$ cat config.mk
export PLATFORM = sky130hd
export DESIGN_NAME = checked_monotonic_time_monitor
export DESIGN_NICKNAME = d
export VERILOG_FILES = /design/src/rtl/cmtm_pkg.sv /design/src/rtl/checked_monotonic_time_monitor.sv
export SDC_FILE = /design/constraint.sdc
export NUM_CORES = 1
export LEC_CHECK = 0
export BUFFER_PORTS_ARGS = -buffer_cell sky130_fd_sc_hd__buf_2
export CORE_ASPECT_RATIO = 1.25
export CORE_MARGIN = 2
export CORE_UTILIZATION = 50
export CTS_BUF_LIST = sky130_fd_sc_hd__clkbuf_16
export DETAILED_ROUTE_END_ITERATION = 8
export PLACE_DENSITY = 0.7
export SETUP_SLACK_MARGIN = 0.2
export SYNTH_ARGS = -nofsm -noshare
export SYNTH_HDL_FRONTEND = slang
export SYNTH_SLANG_ARGS = --single-unit
$ cat constraint.sdc
create_clock -name i_clk -period 10.71 [get_ports i_clk]
set_input_delay 0 -clock i_clk [delete_from_list [all_inputs] [get_ports i_clk]]
set_output_delay 0 -clock i_clk [all_outputs]
set_load 0.005 [all_outputs]
$ cat src/rtl/cmtm_pkg.sv
// Shared codes, widths and types for the checked monotonic time monitor.
`default_nettype none

package cmtm_pkg;

    // Counter and result widths
    localparam int CNT_W       = 32;
    localparam int OUT_TIME_W  = 32;
    localparam int STATUS_W    = 2;
    localparam int VERDICT_W   = 3;
    localparam int CAUSE_W     = 2;
    localparam int OUT_USER_W  = VERDICT_W;
    localparam int OUT_FIELD_W = OUT_TIME_W + 1 + CAUSE_W + 6 * CNT_W;
    localparam int OUT_DATA_W  = ((OUT_FIELD_W + 7) / 8) * 8;

    // Raw source status codes
    localparam logic [STATUS_W-1:0] ST_OK        = 2'd0;
    localparam logic [STATUS_W-1:0] ST_NOT_READY = 2'd1;
    localparam logic [STATUS_W-1:0] ST_FAILED    = 2'd2;
    localparam logic [STATUS_W-1:0] ST_UNKNOWN   = 2'd3;

    // Verdict codes
    localparam logic [VERDICT_W-1:0] V_NONE          = 3'd0;
    localparam logic [VERDICT_W-1:0] V_NOT_READY     = 3'd1;
    localparam logic [VERDICT_W-1:0] V_SOURCE_FAILED = 3'd2;
    localparam logic [VERDICT_W-1:0] V_ROLLBACK      = 3'd3;
    localparam logic [VERDICT_W-1:0] V_FAULT_LATCHED = 3'd4;

    // Latched fault causes (verdict coding, two bits)
    localparam logic [CAUSE_W-1:0] C_NONE          = 2'd0;
    localparam logic [CAUSE_W-1:0] C_SOURCE_FAILED = 2'd2;
    localparam logic [CAUSE_W-1:0] C_ROLLBACK      = 2'd3;

    localparam logic [CNT_W-1:0] CNT_MAX = '1;

    // Statistics counters
    typedef struct packed {
        logic [CNT_W-1:0] successes;
        logic [CNT_W-1:0] rollbacks;
        logic [CNT_W-1:0] failures;
        logic [CNT_W-1:0] unready_reads;
        logic [CNT_W-1:0] refusals;
        logic [CNT_W-1:0] attempts;
    } t_counters;

    // Saturating increment
    function automatic logic [CNT_W-1:0] sat_inc(input logic [CNT_W-1:0] c);
        sat_inc = (c == CNT_MAX) ? c : c + CNT_W'(1);
    endfunction

endpackage

`default_nettype wire

$ cat src/rtl/checked_monotonic_time_monitor.sv
// Top level of the checked monotonic time monitor: sample checks, fault latch, counters.
// Each sample passes through the input register and then the result register before
//   its output transfer.
// Throughput: one sample per cycle; the input register and result register form a
//   two-stage pipeline that advances whenever the result register is free or drained.
// The verdict logic reads the state registers, which update as each sample leaves
//   the input register, so consecutive samples see each other's effect.
// Reset (synchronous, active low) clears both stages, counters, fault latch and last time.
`default_nettype none

module checked_monotonic_time_monitor #(
    parameter int TIME_WIDTH = 32
) (
    input  wire logic                                   i_clk,
    input  wire logic                                   i_rst_n,
    // Slave side
    input  wire logic                                   i_s_tvalid,
    output logic                                        o_s_tready,
    // tdata: sample_ms [TIME_WIDTH-1:0], zero padding to whole bytes
    input  wire logic [((TIME_WIDTH + 7) / 8) * 8-1:0]  i_s_tdata,
    // tuser: sample_status [1:0]
    input  wire logic [cmtm_pkg::STATUS_W-1:0]          i_s_tuser,
    // Master side
    output logic                                        o_m_tvalid,
    input  wire logic                                   i_m_tready,
    // tdata: time_ms [31:0], fault_flag [32], fault_cause [34:33],
    //   attempt_count [66:35], refusal_count [98:67], not_ready_count [130:99],
    //   failure_count [162:131], rollback_count [194:163], success_count [226:195],
    //   zero padding [231:227]
    output logic [cmtm_pkg::OUT_DATA_W-1:0]             o_m_tdata,
    // tuser: verdict [2:0]
    output logic [cmtm_pkg::OUT_USER_W-1:0]             o_m_tuser
);
    import cmtm_pkg::*;

    // Input register
    logic                  r_in_valid;
    logic [STATUS_W-1:0]   r_in_status;
    logic [TIME_WIDTH-1:0] r_in_ms;

    // Monitor state
    t_counters             r_cnt,     n_cnt;
    logic                  r_latched, n_latched;
    logic [CAUSE_W-1:0]    r_cause,   n_cause;
    logic                  r_seen,    n_seen;
    logic [TIME_WIDTH-1:0] r_last_ms, n_last_ms;

    // Result register
    logic                  r_out_valid;
    logic [OUT_DATA_W-1:0] r_out_data, n_out_data;
    logic [VERDICT_W-1:0]  r_out_verdict, n_verdict;

    logic                  advance;
    logic [OUT_TIME_W-1:0] time_out;

    // Move a sample on when the result register is free or being drained
    assign advance    = r_in_valid && (!r_out_valid || i_m_tready);
    assign o_s_tready = !r_in_valid || !r_out_valid || i_m_tready;

    // Capture the input transfer
    always_ff @(posedge i_clk) begin
        if (!i_rst_n) begin
            r_in_valid <= 1'b0;
        end else if (o_s_tready) begin
            r_in_valid <= i_s_tvalid;
        end
    end

    always_ff @(posedge i_clk) begin
        if (o_s_tready && i_s_tvalid) begin
            r_in_status <= i_s_tuser;
            r_in_ms     <= i_s_tdata[TIME_WIDTH-1:0];
        end
    end

    // Judge the registered sample against the current state
    always_comb begin
        n_cnt     = r_cnt;
        n_latched = r_latched;
        n_cause   = r_cause;
        n_seen    = r_seen;
        n_last_ms = r_last_ms;
        n_verdict = V_NONE;
        time_out  = '0;

        n_cnt.attempts = sat_inc(r_cnt.attempts);
        if (r_latched) begin
            n_cnt.refusals = sat_inc(r_cnt.refusals);
            n_verdict      = V_FAULT_LATCHED;
        end else if (r_in_status == ST_NOT_READY) begin
            n_cnt.unready_reads = sat_inc(r_cnt.unready_reads);
            n_verdict           = V_NOT_READY;
        end else if (r_in_status == ST_FAILED || r_in_status == ST_UNKNOWN) begin
            n_latched      = 1'b1;
            n_cause        = C_SOURCE_FAILED;
            n_cnt.failures = sat_inc(r_cnt.failures);
            n_verdict      = V_SOURCE_FAILED;
        end else if (r_seen && (r_in_ms < r_last_ms)) begin
            n_latched       = 1'b1;
            n_cause         = C_ROLLBACK;
            n_cnt.rollbacks = sat_inc(r_cnt.rollbacks);
            n_verdict       = V_ROLLBACK;
        end else begin
            n_seen          = 1'b1;
            n_last_ms       = r_in_ms;
            n_cnt.successes = sat_inc(r_cnt.successes);
            n_verdict       = V_NONE;
            time_out        = OUT_TIME_W'(r_in_ms);
        end
    end

    assign n_out_data = OUT_DATA_W'({n_cnt, (n_latched ? n_cause : C_NONE), n_latched,
                                     time_out});

    // Update the state as the sample leaves the input register
    always_ff @(posedge i_clk) begin
        if (!i_rst_n) begin
            r_cnt     <= '0;
            r_latched <= 1'b0;
            r_cause   <= C_NONE;
            r_seen    <= 1'b0;
            r_last_ms <= '0;
        end else if (advance) begin
            r_cnt     <= n_cnt;
            r_latched <= n_latched;
            r_cause   <= n_cause;
            r_seen    <= n_seen;
            r_last_ms <= n_last_ms;
        end
    end

    // Hold the result until the master side takes it
    always_ff @(posedge i_clk) begin
        if (!i_rst_n) begin
            r_out_valid <= 1'b0;
        end else if (advance) begin
            r_out_valid <= 1'b1;
        end else if (i_m_tready) begin
            r_out_valid <= 1'b0;
        end
    end

    always_ff @(posedge i_clk) begin
        if (advance) begin
            r_out_data    <= n_out_data;
            r_out_verdict <= n_verdict;
        end
    end

    assign o_m_tvalid = r_out_valid;
    assign o_m_tdata  = r_out_data;
    assign o_m_tuser  = r_out_verdict;

    // The fault latch stays set until reset
    a_latch_sticky: assert property (@(posedge i_clk) disable iff (!i_rst_n)
        r_latched |=> r_latched)
        else $error("fault latch cleared without reset");

    // A latched fault always carries a real cause, and no cause without a fault
    a_cause_valid: assert property (@(posedge i_clk) disable iff (!i_rst_n)
        r_latched ? (r_cause == C_SOURCE_FAILED || r_cause == C_ROLLBACK)
                  : (r_cause == C_NONE))
        else $error("fault cause inconsistent with latch");

    // An accepted time never comes with the fault flag set
    a_none_no_fault: assert property (@(posedge i_clk) disable iff (!i_rst_n)
        (r_out_valid && r_out_verdict == V_NONE) |-> !r_out_data[OUT_TIME_W])
        else $error("accepted sample reported with fault flag");

    // A refusal is only reported with the fault flag set
    a_refusal_flag: assert property (@(posedge i_clk) disable iff (!i_rst_n)
        (r_out_valid && r_out_verdict == V_FAULT_LATCHED) |-> r_out_data[OUT_TIME_W])
        else $error("refusal reported without fault flag");

endmodule

`default_nettype wire
==> summary.txt <==
CTS
  • CTS tree: done
  • Post CTS Setup Buffer Count: 0
  • Clk root buf: clkbuf_16
  • CTS sink count: 494
  • Htree depth: 2
  • CTS Buffer Depth: 3
  • Clock-pin slew on the worst setup and hold paths: 60 ps
  • Worst-skew pair later-pin latency: 590 ps
  • CTS buffer count: 48

Floorplan
  • Starting Density: 50.29%
  • Die ar.: 46830 µm²
  • Core box area: 44850 µm²
  • Cell Rows: 87
  • Ports: 275
  • Die height: 241.5 µm
  • Die X: 194.0 µm

Cells and area
  • Most common cell after layout, fill and taps aside: buf_2
  • Final net count: 2559
  • Area occupied by multi-input gates: 9344 µm²
  • Final design area excluding fillers: 26210 µm²
  • Share of layout cells above drive strength 1: 15.13%
  • Register area: 12530 µm²
  • Layout Utilization: 58.44%
  • Final Non-Filler Cells: 3103
  • Area Growth Syn to Fin: 16.21%
  • Most frequent cells in the layout: buf_2 (268), nor2_1 (265), edfxtp_1 (264), dfxtp_1 (230), nand2_1 (219)
  • Fillers: 3814

Timing
  • Final setup margin: 7140 ps
  • RSZ-0062 raised after global routing: false
  • Count of final setup violators: 0
  • Fmax: 0.2801 GHz
  • Skew final: 15.76 ps
  • Slew @ Worst Pin: 1248 ps
  • Max Slew Vio Count: 0
  • Fin crit share: 33.34%
  • Normalized max-slew margin: 16.79%
  • Tmin final: 3570 ps
  • Setup TNS: 0 ps
  • Hold slack: 124.3 ps
  • Hold Fails Final Rpt: 0

Synth
  • YS warnings: 0
  • Avg Cell Area, Syn: 10.14 µm²
  • Library cells used by synthesis: 72
  • Seq/Total Area, Yosys: 55.57%
  • Post-synth ARST share: 0%
  • Top FF cell, synth: edfxtp_1
  • Synthesis-stage register bit count: 494
  • Netlist Area Pre-Place: 22550 µm²
  • Post-Synthesis Cells: 2225
  • EDFF count, synth: 264

Power and ir drop
  • Max VDD drop: 0.1368 mV
  • PD cells: 149.6 nW/µm²
  • Overall Power: 3.919 mW
  • P_leak: 9.528 nW

Setup path
  • CP Class: reg2reg
  • Startpoint types: register
  • CP required: 11030 ps
  • Data arrival, critical path: 3890 ps
  • Critical path endpoint category: register
  • Reg2reg start: r_in_ms[30]
  • CP max FO: 27
  • Worst setup startpoint: r_in_ms[30]
  • Flop-to-flop setup slack: 7140 ps
  • R2r endpoint: o_m_tdata[194]
  • Worst setup path end: o_m_tdata[194]
  • Reg2Reg Depth: 8

Global routing
  • Largest net degree at the start of global routing: 99
  • Global Route Usage Sum: 21.02%
  • Initial antenna violation count: 1
  • Grt ovf: 0
  • Vias in the first global route: 16050
  • First-pass GRT wire length: 80590 µm

Routing
  • TritonRoute pass-1 iters: 5
  • DR vias/cell: 5.429
  • DRT Wirelength: 50610 µm
  • Final ANT Viol Nets: 0
  • DR WL/cell: 16.31 µm
  • Starting DRT DRC Count: 806
  • DR vias: 16850
  • DRC errors left: 0

Place
  • Cells after DPL: 2974
  • Port bufs: 269
  • Placed cell areas: 24280 µm²
  • Dpl hpwl: 33410 µm
  • GP Congestion: 0.8232
  • DP Worst Slack: 7164 ps

Min path
  • Worst Hold Class: in2reg

Status
  • Outcome: finished clean

Job
  • Max cap viols: 0
[cells by family (layout without fill, tap and decap cells)]
kind of cell | after synthesis | count (layout) | share of synthesized area, %
compound gates | 225 | 225 | 5.637
buf+inv | 178 | 473 | 3.168
mux | 23 | 23 | 1.049
simple gates | 982 | 982 | 21.44
xor+xnor | 285 | 285 | 11.07
other cells | 1 | 6 | 0.01663
flops | 494 | 494 | 55.57
fa+ha+maj | 37 | 37 | 2.053
[synth_stat cells (2+ instances only)]
master | number | area share, %
and3_1 | 23 | 0.64
or2_2 | 10 | 0.28
nor2b_1 | 2 | 0.055
nor4_1 | 29 | 0.80
clkbuf_1 | 78 | 1.3
xnor2_1 | 141 | 5.5
clkbuf_2 | 2 | 0.044
nand3_1 | 111 | 2.5
edfxtp_1 | 264 | 35
nand2b_1 | 23 | 0.64
or3_1 | 66 | 1.8
mux2_2 | 4 | 0.20
ha_1 | 37 | 2.1
nand4_1 | 66 | 1.8
and2_1 | 58 | 1.6
buf_2 | 20 | 0.44
a21o_1 | 2 | 0.067
a41oi_1 | 2 | 0.078
a21bo_2 | 2 | 0.089
mux2i_1 | 18 | 0.80
or4_1 | 11 | 0.37
a21boi_0 | 2 | 0.067
nand2_1 | 220 | 3.7
a41o_1 | 2 | 0.089
nor3_1 | 67 | 1.5
nor2_1 | 265 | 4.4
and4_1 | 9 | 0.35
xor2_1 | 144 | 5.6
nand3b_1 | 4 | 0.13
buf_1 | 8 | 0.13
o211ai_1 | 4 | 0.13
a211oi_1 | 2 | 0.067
dfxtp_1 | 230 | 20
buf_4 | 5 | 0.17
inv_1 | 63 | 1.0
a21oi_1 | 82 | 1.8
o21ai_0 | 97 | 2.2
o21a_1 | 13 | 0.43
o31ai_1 | 6 | 0.20
[cell type report]
cell class                      count  share of cell area [%]
Tap cell                          578                   2.759
Clock inverter                     40                   1.103
Multi-Input combinational cell   1557                   35.65
Clock buffer                       50                   4.774
Sequential cell                   494                   47.82
Timing Repair Buffer              318                   6.913
Antenna cell                        1                0.009548
Inverter                           65                  0.9692
[repair_timing]
item	in CTS	in global routing
endpoints found under the hold margin	56	0
resized for setup	0	0
hold buffers	38	0
[sequential cells by signal, indices dropped and copies added, names as in the netlist]
signal	flops
r_in_ms	32
r_seen	1
r_latched	1
o_m_tdata	227
r_in_valid	1
r_last_ms	32
o_m_tvalid	1
o_m_tuser	3
r_in_status	2
r_cnt	192
r_cause	2
[worst max-delay path: stages (launching register included)]
cell	delay [ps]
edfxtp_1	440
ha_1	360
a21oi_1	160
a21boi_0	100
a2111oi_1	740
and3_1	300
nand2_1	570
nor4_1	540
xor2_1	100
[power breakdown]
part           internal [mW]  switching (mW)
Combinational         0.0641           0.112
Clock                  0.940           0.728
Sequential              2.05          0.0259
[worst min-delay path by stage]
stage | slack [ps] | to | from | cells after the start
2_1_floorplan | 100 | r_in_ms[0] | i_s_tdata[0] | 0
3_3_place_gp | 180 | r_in_ms[14] | i_s_tdata[14] | 1
3_5_place_dp | 180 | r_in_ms[16] | i_s_tdata[16] | 1
4_1_cts | 90 | r_in_ms[3] | i_s_tdata[3] | 2
5_1_grt | 110 | r_in_ms[2] | i_s_tdata[2] | 2
6_report | 120 | r_in_ms[6] | i_s_tdata[6] | 2
[metal layers]
metal / track usage [%] / share of wire (%) / wire length [µm]
met1: 25.00 / 41 / 20860
met5: 0 / 0 / 0
met4: 7.231 / 2.6 / 1324
met2: 37.63 / 50 / 25340
met3: 4.706 / 6.1 / 3079
No activity file was read; power rests on OpenSTA's default activity.
